==> config.mk <==
export PLATFORM = sky130hd
export DESIGN_NAME = event_timer_scheduler_unit_flat
export DESIGN_NICKNAME = d
export VERILOG_FILES = /design/src/hw/rtl/ets_pkg.sv /design/src/hw/rtl/ets_req_if.sv /design/src/hw/rtl/ets_rsp_if.sv /design/src/hw/rtl/ets_ctrl.sv /design/src/hw/rtl/ets_datapath.sv /design/src/hw/rtl/event_timer_scheduler_unit.sv /design/src/flat_wrapper.sv
export SDC_FILE = /design/constraint.sdc
export NUM_CORES = 1
export LEC_CHECK = 0
export ABC_CLOCK_PERIOD_IN_PS = 15300
export BUFFER_PORTS_ARGS = -buffer_cell sky130_fd_sc_hd__buf_2
export CORE_ASPECT_RATIO = 1.4
export CORE_MARGIN = 5
export CORE_UTILIZATION = 60
export CTS_CLUSTER_SIZE = 14
export DETAILED_ROUTE_END_ITERATION = 16
export HOLD_SLACK_MARGIN = 0.08
export PLACE_DENSITY_LB_ADDON = 0.3
export SYNTH_ARGS = -nofsm -noshare
export SYNTH_HDL_FRONTEND = slang
export SYNTH_SLANG_ARGS = --single-unit
==> constraint.sdc <==
create_clock -name clk -period 15.3 [get_ports clk]
set_input_delay 0.765 -clock clk [delete_from_list [all_inputs] [get_ports clk]]
set_output_delay 0.765 -clock clk [all_outputs]
set_load 0.1 [all_outputs]
==> src/hw/rtl/ets_pkg.sv <==
// Shared constants, request codes and controller/datapath types for the event timer.
`timescale 1ns / 1ps

package ets_pkg;

    localparam int NUM_CHANNELS = 8;
    localparam int CH_IDX_W     = (NUM_CHANNELS > 1) ? $clog2(NUM_CHANNELS) : 1;
    localparam int MASK_EXT_W   = (NUM_CHANNELS > 8) ? NUM_CHANNELS : 8;

    localparam int REQ_TYPE_W = 2;
    localparam int CHANNEL_W  = 3;
    localparam int TIME_W     = 32;
    localparam int FIRED_W    = 8;

    localparam logic [REQ_TYPE_W-1:0] REQ_SCHEDULE = 2'd0;
    localparam logic [REQ_TYPE_W-1:0] REQ_FIRE     = 2'd1;
    localparam logic [REQ_TYPE_W-1:0] REQ_ADVANCE  = 2'd2;

    typedef struct packed {
        logic load;
        logic scan_step;
        logic commit;
    } ets_cmd_t;

    typedef struct packed {
        logic needs_scan;
        logic scan_last;
        logic out_free;
    } ets_stat_t;

endpackage

==> src/hw/rtl/ets_req_if.sv <==
// Request channel interface: valid/ready plus the request payload.
`timescale 1ns / 1ps

interface ets_req_if;
    logic                             valid;
    logic                             ready;
    logic [ets_pkg::REQ_TYPE_W-1:0]   req_type;
    logic [ets_pkg::CHANNEL_W-1:0]    channel;
    logic [ets_pkg::TIME_W-1:0]       cycles;

    modport source (output valid, output req_type, output channel, output cycles,
                    input ready);
    modport sink   (input valid, input req_type, input channel, input cycles,
                    output ready);
endinterface

==> src/hw/rtl/ets_rsp_if.sv <==
// Response channel interface: valid/ready plus the result payload.
`timescale 1ns / 1ps

interface ets_rsp_if;
    logic                          valid;
    logic                          ready;
    logic [ets_pkg::FIRED_W-1:0]   fired_mask;
    logic [ets_pkg::TIME_W-1:0]    step_cycles;
    logic [ets_pkg::TIME_W-1:0]    now_count;

    modport source (output valid, output fired_mask, output step_cycles,
                    output now_count, input ready);
    modport sink   (input valid, input fired_mask, input step_cycles,
                    input now_count, output ready);
endinterface

==> src/hw/rtl/ets_ctrl.sv <==
// Controller state machine: accept, channel scan and result commit sequencing.
`timescale 1ns / 1ps

module ets_ctrl (
    input  logic              clk,
    input  logic              rst_n,
    input  logic              req_valid,
    output logic              req_ready,
    input  ets_pkg::ets_stat_t stat,
    output ets_pkg::ets_cmd_t  cmd
);

    localparam logic [1:0] ST_IDLE = 2'd0;
    localparam logic [1:0] ST_SCAN = 2'd1;
    localparam logic [1:0] ST_HOLD = 2'd2;

    logic [1:0] state_reg;
    logic [1:0] state_next;

    always_comb
    begin
        state_next    = state_reg;
        req_ready     = 1'b0;
        cmd.load      = 1'b0;
        cmd.scan_step = 1'b0;
        cmd.commit    = 1'b0;
        case (state_reg)
            ST_IDLE:
            begin
                req_ready = 1'b1;
                if (req_valid)
                begin
                    cmd.load   = 1'b1;
                    state_next = stat.needs_scan ? ST_SCAN : ST_HOLD;
                end
            end
            ST_SCAN:
            begin
                cmd.scan_step = 1'b1;
                if (stat.scan_last)
                begin
                    state_next = ST_HOLD;
                end
            end
            ST_HOLD:
            begin
                // wait for the output register to free up
                if (stat.out_free)
                begin
                    cmd.commit = 1'b1;
                    state_next = ST_IDLE;
                end
            end
            default:
            begin
                state_next = ST_IDLE;
            end
        endcase
    end

    always_ff @(posedge clk or negedge rst_n)
    begin
        if (!rst_n)
        begin
            state_reg <= ST_IDLE;
        end
        else
        begin
            state_reg <= state_next;
        end
    end

endmodule

==> src/hw/rtl/ets_datapath.sv <==
// Datapath: counter, active mask, due times, scan unit and output register.
`timescale 1ns / 1ps

module ets_datapath (
    input  logic                            clk,
    input  logic                            rst_n,
    input  ets_pkg::ets_cmd_t               cmd,
    output ets_pkg::ets_stat_t              stat,
    input  logic [ets_pkg::REQ_TYPE_W-1:0]  in_req_type,
    input  logic [ets_pkg::CHANNEL_W-1:0]   in_channel,
    input  logic [ets_pkg::TIME_W-1:0]      in_cycles,
    output logic                            out_valid,
    input  logic                            out_ready,
    output logic [ets_pkg::FIRED_W-1:0]     out_fired_mask,
    output logic [ets_pkg::TIME_W-1:0]      out_step_cycles,
    output logic [ets_pkg::TIME_W-1:0]      out_now_count
);

    localparam int NCH = ets_pkg::NUM_CHANNELS;
    localparam int IW  = ets_pkg::CH_IDX_W;
    localparam int TW  = ets_pkg::TIME_W;

    logic [TW-1:0]         now_reg;
    logic [NCH-1:0]        active_reg;
    logic [TW-1:0]         due_reg [NCH];
    logic [ets_pkg::REQ_TYPE_W-1:0] op_reg;
    logic [IW-1:0]         idx_reg;
    logic [NCH-1:0]        hits_reg;
    logic [TW-1:0]         best_reg;

    logic                  out_valid_reg;
    logic [ets_pkg::FIRED_W-1:0] fired_reg;
    logic [TW-1:0]         step_reg;
    logic [TW-1:0]         now_out_reg;

    logic                  ch_in_range;
    logic [IW-1:0]         wr_idx;
    logic [TW-1:0]         cur_due;
    logic [TW-1:0]         due_gap;
    logic                  cur_active;
    logic [ets_pkg::MASK_EXT_W-1:0] hits_ext;
    logic [TW-1:0]         now_next;
    logic [TW-1:0]         step_val;

    assign ch_in_range = (32'(in_channel) < NCH);
    assign wr_idx      = IW'(in_channel);
    assign cur_due     = due_reg[idx_reg];
    assign cur_active  = active_reg[idx_reg];
    assign due_gap     = cur_due - now_reg;
    assign hits_ext    = ets_pkg::MASK_EXT_W'(hits_reg);
    assign step_val    = (op_reg == ets_pkg::REQ_ADVANCE) ? best_reg : '0;
    assign now_next    = now_reg + step_val;

    assign stat.needs_scan = (in_req_type == ets_pkg::REQ_FIRE) ||
                             (in_req_type == ets_pkg::REQ_ADVANCE);
    assign stat.scan_last  = (idx_reg == IW'(NCH - 1));
    assign stat.out_free   = !out_valid_reg || out_ready;

    // control state: counter, active mask, scan index, output valid
    always_ff @(posedge clk or negedge rst_n)
    begin
        if (!rst_n)
        begin
            now_reg       <= '0;
            active_reg    <= '0;
            idx_reg       <= '0;
            out_valid_reg <= 1'b0;
        end
        else
        begin
            if (cmd.load)
            begin
                idx_reg <= '0;
                if (in_req_type == ets_pkg::REQ_SCHEDULE && ch_in_range)
                begin
                    active_reg[wr_idx] <= 1'b1;
                end
            end
            else if (cmd.scan_step)
            begin
                idx_reg <= idx_reg + 1'b1;
            end

            if (cmd.commit)
            begin
                now_reg       <= now_next;
                out_valid_reg <= 1'b1;
                if (op_reg == ets_pkg::REQ_FIRE)
                begin
                    active_reg <= active_reg & ~hits_reg;
                end
            end
            else if (out_ready)
            begin
                out_valid_reg <= 1'b0;
            end
        end
    end

    // payload registers
    always_ff @(posedge clk)
    begin
        if (cmd.load)
        begin
            op_reg   <= in_req_type;
            best_reg <= in_cycles;
            hits_reg <= '0;
            if (in_req_type == ets_pkg::REQ_SCHEDULE && ch_in_range)
            begin
                due_reg[wr_idx] <= now_reg + in_cycles;
            end
        end
        else if (cmd.scan_step && cur_active)
        begin
            if (cur_due == now_reg)
            begin
                hits_reg[idx_reg] <= 1'b1;
            end
            if (due_gap < best_reg)
            begin
                best_reg <= due_gap;
            end
        end

        if (cmd.commit)
        begin
            fired_reg   <= (op_reg == ets_pkg::REQ_FIRE) ? hits_ext[7:0] : '0;
            step_reg    <= step_val;
            now_out_reg <= now_next;
        end
    end

    assign out_valid       = out_valid_reg;
    assign out_fired_mask  = fired_reg;
    assign out_step_cycles = step_reg;
    assign out_now_count   = now_out_reg;

endmodule

==> src/hw/rtl/event_timer_scheduler_unit.sv <==
// Top level of the multi-channel event timer: controller, datapath and assertions.
`timescale 1ns / 1ps

// Channel  Dir  Payload                                  Transfer when
// req      in   req_type[1:0], channel[2:0], cycles[31:0]   req.valid && req.ready
// rsp      out  fired_mask[7:0], step_cycles[31:0],        rsp.valid && rsp.ready
//               now_count[31:0]
//
// Schedule and unused codes skip the scan: the controller goes from the transfer
// straight to its hold state, where the result register loads. Fire and advance
// first run the one-channel-per-cycle scan over the due-time registers, then
// reach the hold state; in both cases the load waits for a free output register.
// One request is in flight at a time; a new request transfers while the
// previous result still waits in the output register.
// A stalled rsp holds the result; a finished item waits in its hold state.
// Reset clears the counter, active mask, controller and output valid; due
// times are written before they are ever read.

module event_timer_scheduler_unit (
    input  logic      clk,
    input  logic      rst_n,
    ets_req_if.sink   req,
    ets_rsp_if.source rsp
);

    ets_pkg::ets_cmd_t  cmd;
    ets_pkg::ets_stat_t stat;

    // sequence each request: accept, scan channels, commit the result
    ets_ctrl u_ctrl (
        .clk       (clk),
        .rst_n     (rst_n),
        .req_valid (req.valid),
        .req_ready (req.ready),
        .stat      (stat),
        .cmd       (cmd)
    );

    // hold timer state and compute fire hits / next-event distance
    ets_datapath u_datapath (
        .clk             (clk),
        .rst_n           (rst_n),
        .cmd             (cmd),
        .stat            (stat),
        .in_req_type     (req.req_type),
        .in_channel      (req.channel),
        .in_cycles       (req.cycles),
        .out_valid       (rsp.valid),
        .out_ready       (rsp.ready),
        .out_fired_mask  (rsp.fired_mask),
        .out_step_cycles (rsp.step_cycles),
        .out_now_count   (rsp.now_count)
    );

`ifndef ASSERT_OFF
    // a commit always lands in a free output register
    assert property (@(posedge clk) disable iff (!rst_n)
        cmd.commit |-> (!rsp.valid || rsp.ready))
        else $error("commit into occupied output register");

    // a committed result is presented next cycle
    assert property (@(posedge clk) disable iff (!rst_n)
        cmd.commit |=> rsp.valid)
        else $error("committed result not presented");

    // the block is busy right after it takes a request
    assert property (@(posedge clk) disable iff (!rst_n)
        (req.valid && req.ready) |=> !req.ready)
        else $error("request accepted while previous one still in flight");
`endif

endmodule
==> src/flat_wrapper.sv <==
// flat-port wrapper written by rule: the top's interface ports become plain ports
module event_timer_scheduler_unit_flat 
  (clk, rst_n, req_valid, req_req_type, req_channel, req_cycles, req_ready, rsp_valid, rsp_fired_mask, rsp_step_cycles, rsp_now_count, rsp_ready);
  ets_req_if req_i ();
  ets_rsp_if rsp_i ();
  input  logic clk;
  input  logic rst_n;
  input wire logic [$bits(req_i.valid)-1:0] req_valid;
  input wire logic [$bits(req_i.req_type)-1:0] req_req_type;
  input wire logic [$bits(req_i.channel)-1:0] req_channel;
  input wire logic [$bits(req_i.cycles)-1:0] req_cycles;
  output wire logic [$bits(req_i.ready)-1:0] req_ready;
  output wire logic [$bits(rsp_i.valid)-1:0] rsp_valid;
  output wire logic [$bits(rsp_i.fired_mask)-1:0] rsp_fired_mask;
  output wire logic [$bits(rsp_i.step_cycles)-1:0] rsp_step_cycles;
  output wire logic [$bits(rsp_i.now_count)-1:0] rsp_now_count;
  input wire logic [$bits(rsp_i.ready)-1:0] rsp_ready;
  assign req_i.valid = req_valid;
  assign req_i.req_type = req_req_type;
  assign req_i.channel = req_channel;
  assign req_i.cycles = req_cycles;
  assign req_ready = req_i.ready;
  assign rsp_valid = rsp_i.valid;
  assign rsp_fired_mask = rsp_i.fired_mask;
  assign rsp_step_cycles = rsp_i.step_cycles;
  assign rsp_now_count = rsp_i.now_count;
  assign rsp_i.ready = rsp_ready;
  event_timer_scheduler_unit u_core (.clk(clk), .rst_n(rst_n), .req(req_i), .rsp(rsp_i));
endmodule
# Word level (Yosys, flattened, before mapping)
# Memory sizes are Yosys's and may differ from the RTL's.
# Index checks and enable logic that the tools add are counted.
# W data, S select, Z words.
# classes
addsub	4
n_mul	0
div	0
n_lt_le_gt_ge	5
n_eq_ne	11
n_shift	0
muxes	32
bitwise_logic	4
reduce_logical	15
# ops
cell	count
$mux W32	4
$add A32 B32 Y32	2
$eq A32 B32 Y1	1
$lt A32 B32 Y1	1
$mux W8	4
$sub A32 B32 Y32	1
$or A8 B8 Y8	2
$mux W1	14
$and A8 B8 Y8	1
$lt A3 B4 Y1 const B	2
$mux W2	4
$not A8 Y8	1
$reduce_bool A2 Y1	4
$demux W1 S3	2
$eq A2 B1 Y1 const B	3
$eq A2 B2 Y1 const B	3
$ge A3 B1 Y1 const B	2
$mux W3	2
$pmux W2 S3	1
$logic_not A2 Y1	2
$ne A2 B1 Y1 const B	2
$reduce_and A2 Y1	2
$add A3 B1 Y3 const B	1
$bmux W1 S3	1
other kinds (6)	9
# totals
reg_bits	160
latchBits	0
ram_bits	256
rom_bits	0
in_bits	41
out_inout_bits	74
elab_cells	83
n_memories	1
# mem_list
memory	words	word_bits	rd	rd_ports_with_merged_regs	write_ports	line	rtl
u_core.u_datapath.due_reg	8	32	1	0	1	ets_datapath.sv:25	logic [TW-1:0] due_reg [NCH];

# Longest topological paths before layout
# Gate-level depths: netlist of run 1.
# logic_depth
word_depth	9
depth_mapped	28
ltp_nobuf	25

# By module
# Synthesis of run 1 repeated with hierarchy kept, for this count alone.
# unflattened
hier_cells	1706
hier_area_um2	20841.2
# modules_own_cells
module	instances	cells_per_inst	area_each_um2	seq_area_each_um2
ets_datapath	1	1693	20714.9	12131.6
ets_ctrl	1	13	126.4	50.0

# Worst setup path after synthesis of run 1
# OpenSTA, ideal clock, no wires.
# synth_path
path_type	register to register
start	register u_core.u_datapath.idx_reg[1]
end	register u_core.u_datapath.best_reg[0] (enable)
setup_time_ns	0.432
t_arrival_ns	6.371
required_ns	14.868
setup_slack_ns	8.497
stages_incl_launch_ff	29
path_buffers	4
synth_period_minus_slack_ns	6.803
cell_sequence	dfrtp_1 -> clkbuf_1 -> inv_1 -> and3_1 -> clkbuf_1 -> clkbuf_1 -> a22oi_1 -> nand4_1 -> ha_1 -> clkbuf_1 -> nand2_1 -> or3_1 -> nor3_1 -> o21ai_0 -> nand3_1 -> a31oi_1 -> o21bai_1 -> a21oi_1 -> xnor2_1 -> ha_1 -> a21o_1 -> a21o_1 -> a21o_1 -> a21o_1 -> a21oi_1 -> nor2b_1 -> o21ai_0 -> a21oi_1 -> a21oi_1
# synth_via
elab_chain_cells	5
word_cells_on_any_way	9
cone_classes	1 x add/sub; 1 x order compare; 2 x mux; 4 x reduce/logical; 1 x memory
# synth_rtl
element	line	rtl
start: declaration	ets_datapath.sv:27	logic [IW-1:0] idx_reg;
start signal: assignment	ets_datapath.sv:81	idx_reg <= idx_reg + 1'b1;
$mem_v2 Z8 W32 / $bmux W1 S3 (equally long branches)	-	
$sub A32 B32 Y32 / $mux W1 (equally long branches)	ets_datapath.sv:49, ets_datapath.sv:48	
$lt A32 B32 Y1 / $logic_and A1 B1 Y1 (equally long branches)	ets_datapath.sv:119, ets_datapath.sv:113	
$reduce_bool A2 Y1 (no source line)	-	
$reduce_and A2 Y1 (no source line) (*)	-	
end signal: assignment	ets_datapath.sv:106	best_reg <= in_cycles;
end signal: assignment	ets_datapath.sv:121	best_reg <= due_gap;
end: declaration	ets_datapath.sv:29	logic [TW-1:0] best_reg;
# Every way passes the cells marked *; elsewhere a longest branch is shown, timed or not. The select of a mux whose other input is x is not followed.
# A chain may end at the register's enable or synchronous reset.

# Worst setup path after layout of run 1
# layout_path
start	register u_core.u_datapath.idx_reg[2]
end	register u_core.u_datapath.best_reg[9] (enable)
# Same word-level chain as after synthesis.

==> results.sh, run 1 <==
export IMPL_cts_tree="done"
export IMPL_clk_pin_slew_ns=0.06
export IMPL_crit_fanout=32
export IMPL_instances_no_fill=2357
export IMPL_cts_max_level=2
export IMPL_finalWorstSetupSlack_ns=8.50
export IMPL_num_antenna_cells=0
export IMPL_syn_area_sq_mm=0.0211
export IMPL_antenna_left=0
export IMPL_worst_path_largest_cell_delay_ns=0.85
export IMPL_grt_ovfl_total=0
export IMPL_largest_reg_flops=256
export IMPL_crit_type="reg2reg"
export IMPL_seq_area_frac_synth=0.578
export IMPL_period_share=0.444
export IMPL_multiInputGateArea_sq_mm=0.00833
export IMPL_hold_violations=0
export IMPL_relSlewSlack=0.173
export IMPL_synth_nets=1942
export IMPL_rows=81
export IMPL_ys_async_sr_fraction=0.111
export IMPL_post_route_min_period_ns=6.80
export IMPL_dr_first_iter_drc_count=1249
export IMPL_ios=115
export IMPL_fillers=2570
export IMPL_ys_types=72
export IMPL_regArea_sq_mm=0.0122
export IMPL_fmax_mhz=147
export IMPL_die_x_microns=168
export IMPL_gp_congestion=0.942
export IMPL_setup_viol=0
export IMPL_drc_errors=0
export IMPL_core_sq_mm=0.0349
export IMPL_cts_setup_buffers=0
export IMPL_cp_slowest_cell="a21oi_4"
export IMPL_finalSetupTns_ns=0
export IMPL_vias=14800
export IMPL_grt_antenna_before_repair=0
export IMPL_track_usage=0.266
export IMPL_drt_vias_per_instance=6.29
export IMPL_finalMaxSlewViolations=0
export IMPL_cpLargestDelayFamily="compound AO/OA/AOI/OAI gates"
export IMPL_ys_ff_latch=416
export IMPL_fin_skew_ns=0.0250
export IMPL_drv_cap=0
export IMPL_drt_wl_total_mm=52.9
export IMPL_post_place_cells=2288
export IMPL_crit_arrival_ns=6.97
export IMPL_area_delta_synth_final_pct=11.6
export IMPL_dieArea_sq_mm=0.0390
export IMPL_avgSynthCellArea_sq_um=11.9
export IMPL_yosys_warnings=0
export IMPL_initial_core_util=0.604
export IMPL_port_buffers=114
export IMPL_grt_setup_unrepaired="false"
export IMPL_clkLatencyLatePin_ns=0.56
export IMPL_cts_sinks=416
export IMPL_dp_hpwl_mm=37.1
export IMPL_dr_pass1_iters=5
export IMPL_grt_pass1_vias=14700
export IMPL_cts_root_buf="clkbuf_16"
export IMPL_die_h_microns=232
export IMPL_place_ws_ns=8.58
export IMPL_cp_end_kind="flop"
export IMPL_yosys_most_used_dff="edfxtp_1"
export IMPL_holdCritPathClass="in2async"
export IMPL_synth_edf_count=362
export IMPL_cts_repair_resize_count=0
export IMPL_clk_path_buf_depth=3
export IMPL_cp_start_kind="flop"
export IMPL_numCtsBuffers=40
export IMPL_synth_cells=1771
export IMPL_drive_above_1_share=0.128
export IMPL_grt_max_degree=80
export IMPL_required_ns=15.47
export IMPL_worst_path_most_repeated_cell="a21o_1"
export IMPL_layout_nets=2045
export IMPL_wl_per_cell_microns=22.4
export IMPL_worstMarginPinSlew_ns=1.22
export IMPL_cp_buffers_inverters=1
export IMPL_grt_pass1_wl_mm=80.8
export IMPL_postCtsHoldBufs=0
export IMPL_status="finished clean"
==> synthesized netlist by cell type (4+ instances only) <==
| cell type | instances | area, sq um |
|---|---|---|
| nor3b_1 | 6 | 45.0 |
| o21bai_1 | 16 | 120 |
| and3_1 | 8 | 50.1 |
| nor4_1 | 7 | 43.8 |
| nand2b_1 | 21 | 131 |
| mux2_2 | 15 | 169 |
| ha_1 | 127 | 1590 |
| nor2b_1 | 23 | 144 |
| dfxtp_1 | 8 | 160 |
| clkbuf_1 | 65 | 244 |
| nand3_1 | 26 | 130 |
| o211ai_1 | 7 | 52.6 |
| nand3b_1 | 4 | 30.0 |
| a211oi_1 | 12 | 90.1 |
| xnor2_1 | 56 | 490 |
| a22oi_1 | 124 | 931 |
| a21o_1 | 75 | 563 |
| o31ai_1 | 5 | 37.5 |
| a31oi_1 | 9 | 56.3 |
| o21ai_1 | 21 | 105 |
| nand2_1 | 153 | 574 |
| nand4_1 | 56 | 350 |
| o21ai_0 | 57 | 285 |
| or3_1 | 8 | 50.1 |
| nor2_1 | 83 | 312 |
| and2_1 | 44 | 275 |
| edfxtp_1 | 362 | 10900 |
| inv_1 | 92 | 345 |
| a21oi_1 | 91 | 455 |
| dfrtp_1 | 46 | 1150 |
| mux2i_1 | 6 | 60.1 |
| buf_1 | 4 | 15.0 |
| o21a_1 | 20 | 150 |
| nor3_1 | 25 | 125 |
| xor2_1 | 24 | 210 |
==> area by class of cell <==
type | instances | area share
Tap cell | 456 | 0.0243
Inverter | 94 | 0.0151
Timing Repair Buffer | 134 | 0.0307
Multi-Input combinational cell | 1188 | 0.355
Clock buffer | 49 | 0.0454
Sequential cell | 416 | 0.518
Clock inverter | 20 | 0.0114
==> worst register-to-register path, cell delays in order (launching register included) <==
cell and delay (ns):
dfrtp_1 0.68, nand2b_1 0.26, nor2_2 0.05, buf_4 0.27
a22oi_1 0.28, nand4_1 0.18, ha_1 0.50, nand2_1 0.15
or3_1 0.42, nor3_1 0.18, o21ai_0 0.17, nand3_1 0.23
a31oi_1 0.15, o21bai_1 0.25, a21oi_1 0.12, xnor2_1 0.14
ha_1 0.29, a21o_1 0.18, a21o_1 0.18, a21o_1 0.17
a21o_1 0.17, a21oi_1 0.15, nor2b_1 0.06, o21ai_0 0.16
a21oi_1 0.12, a21oi_4 0.85
==> cells in the final DEF, fill, tap and decap left out, types with 22 or more instances in the layout <==
cell / n
edfxtp_1: 362
nand2_1: 153
ha_1: 127
a22oi_1: 124
buf_2: 114
inv_1: 92
a21oi_1: 90
a21o_1: 75
nor2_1: 75
o21ai_0: 57
nand4_1: 56
xnor2_1: 56
dfrtp_1: 46
and2_1: 44
clkbuf_16: 41
nand3_1: 26
xor2_1: 24
nor2b_1: 22
==> cells by family (layout without fill, tap and decap cells) <==
family	Yosys count	count (layout)	synth area share
compound gates	479	479	0.155
simple gates	476	476	0.112
flops	416	416	0.578
buf+inv	167	297	0.0303
fa+ha+maj	130	130	0.0783
xor+xnor	80	80	0.0333
mux	23	23	0.0130
==> worst paths after layout <==
kind / startpoint / to / slack (ns) / cells past startpoint
setup / recovery: u_core.u_datapath.idx_reg[2]$_DFFE_PN0P_ / u_core.u_datapath.best_reg[9]$_DFFE_PP_ / 8.50 / 25
hold / removal: rst_n / u_core.u_datapath.idx_reg[2]$_DFFE_PN0P_ / 0.29 / 2
setup reg to reg: u_core.u_datapath.idx_reg[2]$_DFFE_PN0P_ / u_core.u_datapath.best_reg[9]$_DFFE_PP_ / 8.50 / 25
hold reg to reg: u_core.u_datapath.active_reg[6]$_DFF_PN0_ / u_core.u_datapath.active_reg[6]$_DFF_PN0_ / 0.48 / 1
max in group asynchronous: rst_n / u_core.u_datapath.now_reg[9]$_DFFE_PN0P_ / 14.52 / 2
min in group clk: req_req_type[0] / u_core.u_datapath.op_reg[0]$_DFFE_PP_ / 0.39 / 1
==> per-layer routing <==
layer / GRT usage / share of wire / vias to the layer above
met5: 0 / 0 / -
met4: 0.111 / 0.045 / 0
met3: 0.0375 / 0.065 / 141
met2: 0.450 / 0.49 / 594
met1: 0.346 / 0.40 / 7195
li1: - / - / 6886
==> metrics by stage <==
| stage | util | area (sq um) | hold slack, ns |
|---|---|---|---|
| after floorplan | - | 21100 | 0.444 |
| after global placement | 0.636 | 22200 | 0.466 |
| after detailed placement | 0.636 | 22200 | 0.468 |
| after CTS | 0.674 | 23500 | 0.305 |
| after global routing | 0.674 | 23500 | 0.347 |
| final | 0.674 | 23500 | 0.289 |
Power of run 1 is left out: the tool's default activity adds up to more than one toggle a clock period on the data nets, which glitch-free logic cannot reach.
==> inputs of run 2 (changes only) <==
- ABC_CLOCK_PERIOD_IN_PS: 15300 -> 5630
- CORE_UTILIZATION: 60 -> 56
- clock period: 15.3 -> 5.63 ns (I/O delays scaled with it)
==> results.sh, run 2 (same netlist as run 1, synthesis figures left out) <==
export IMPL_hold_violations=0
export IMPL_drive_above_1_share=0.177
export IMPL_required_ns=5.88
export IMPL_worst_path_most_repeated_cell="a21o_1"
export IMPL_fmax_mhz=181
export IMPL_area_delta_synth_final_pct=17.0
export IMPL_drt_vias_per_instance=6.15
export IMPL_clk_path_buf_depth=3
export IMPL_status="finished clean"
export IMPL_fillers=2712
export IMPL_dp_hpwl_mm=38.1
export IMPL_layout_common_cells="edfxtp_1, nand2_1, a22oi_1"
export IMPL_place_ws_ns=-0.0188
export IMPL_grt_pass1_vias=15100
export IMPL_fin_skew_ns=0.0197
export IMPL_worstMarginPinSlew_ns=1.08
export IMPL_cts_root_buf="clkbuf_16"
export IMPL_initial_core_util=0.563
export IMPL_grt_pass1_wl_mm=82.2
export IMPL_core_sq_mm=0.0374
export IMPL_die_x_microns=174
export IMPL_clkLatencyLatePin_ns=0.55
export IMPL_wl_per_cell_microns=22.2
export IMPL_period_share=0.982
export IMPL_fin_util=0.659
export IMPL_clk_pin_slew_ns=0.06
export IMPL_die_h_microns=239
export IMPL_holdCritStartpoint="req_cycles[28]"
export IMPL_track_usage=0.253
export IMPL_ios=115
export IMPL_drc_errors=0
export IMPL_drv_cap=0
export IMPL_crit_type="reg2reg"
export IMPL_cp_end_kind="flop"
export IMPL_post_route_min_period_ns=5.53
export IMPL_grt_max_degree=70
export IMPL_gp_congestion=0.969
export IMPL_crit_fanout=8
export IMPL_drt_wl_total_mm=54.7
export IMPL_grt_antenna_before_repair=0
export IMPL_grt_ovfl_total=0
export IMPL_rr_startpoint="u_core.u_datapath.idx_reg[1]$_DFFE_PN0P_"
export IMPL_largest_reg_flops=256
export IMPL_dr_pass1_iters=5
export IMPL_crit_arrival_ns=5.78
export IMPL_rrSetupSlack_ns=0.1
export IMPL_holdCritPathClass="in2reg"
export IMPL_cts_max_level=2
export IMPL_final_common_cell="edfxtp_1"
export IMPL_instances_no_fill=2460
export IMPL_numCtsBuffers=39
export IMPL_rows=84
export IMPL_cp_slowest_cell="dfrtp_1"
export IMPL_vias=15100
export IMPL_dieArea_sq_mm=0.0416
export IMPL_port_buffers=114
export IMPL_post_place_cells=2338
export IMPL_dr_first_iter_drc_count=1310
export IMPL_setup_viol=0
export IMPL_cts_sinks=416
export IMPL_antenna_left=0
export IMPL_layout_nets=2130
export IMPL_relSlewSlack=0.269
export IMPL_startpoint="u_core.u_datapath.idx_reg[1]$_DFFE_PN0P_"
export IMPL_cp_start_kind="flop"
export IMPL_worst_path_largest_cell_delay_ns=0.44
export IMPL_num_antenna_cells=0
export IMPL_finalMaxSlewViolations=0
export IMPL_cts_tree="done"
export IMPL_finalWorstSetupSlack_ns=0.0997
-- run 2: worst paths after layout --
path / endpoint / depth (start not counted)
min reg2reg: u_core.u_datapath.active_reg[2]$_DFF_PN0_ / 1
min in group asynchronous: u_core.u_datapath.out_valid$_DFFE_PN0P_ / 3
max reg2reg: u_core.u_datapath.best_reg[27]$_DFFE_PP_ / 27
max: u_core.u_datapath.best_reg[27]$_DFFE_PP_ / 27
max in group asynchronous: u_core.u_datapath.now_reg[9]$_DFFE_PN0P_ / 3
min: u_core.u_datapath.best_reg[28]$_DFFE_PP_ / 3
-- run 2: layer usage --
metal | wire, microns | part of all wire | vias up | GRT usage
met5 | 0 | 0 | - | 0
met4 | 2630 | 0.048 | 0 | 0.114
met3 | 3330 | 0.061 | 149 | 0.0297
met2 | 27800 | 0.51 | 588 | 0.455
met1 | 21000 | 0.38 | 7343 | 0.308
li1 | - | - | 7047 | -
-- run 2: what timing repair did --
action / CTS / global route
hold buffers: 27 / 0
endpoints found under the setup margin: 32 / 32
gates resized for setup: 2 / 90
pin swaps: 0 / 68
hold endpoints to repair: 72 / 0
gates cloned: 0 / 3
setup buffers: 0 / 23
-- run 2: area by class of cell --
class	instances	area, sq um	area share
clock inverters	16	95.1	0.00386
inverters	94	358	0.0145
well taps	473	592	0.0240
flip-flops and latches	416	12200	0.495
multi-input cells	1188	8720	0.354
clock buffers	53	1070	0.0434
repair buffers	220	1620	0.0656
-- run 2: worst max-delay path, delay by kind of cell, from the launching register on --
| kind | cells | cell delay [ns] |
|---|---|---|
| XOR/XNOR | 1 | 0.14 |
| AO/OA/AOI/OAI | 13 | 2.03 |
| flip-flops | 1 | 0.44 |
| AND/OR/NAND/NOR | 7 | 1.32 |
| adder cells (fa/ha/maj) | 2 | 0.71 |
| buffers and inverters | 4 | 0.59 |
-- run 2: per-stage QoR --
| stage | setup TNS (ns) | hold slack, ns | cell area (sq um) |
|---|---|---|---|
| global route | -3.41 | 0.0958 | 24600 |
| global placement | 0 | 0.432 | 22500 |
| detailed placement | -0.474 | 0.435 | 22500 |
| CTS | 0 | 0.0810 | 23900 |
| finish | 0 | 0.100 | 24600 |
| floorplan | 0 | -0.0141 | 21100 |
Power of run 2 is left out for the same reason.
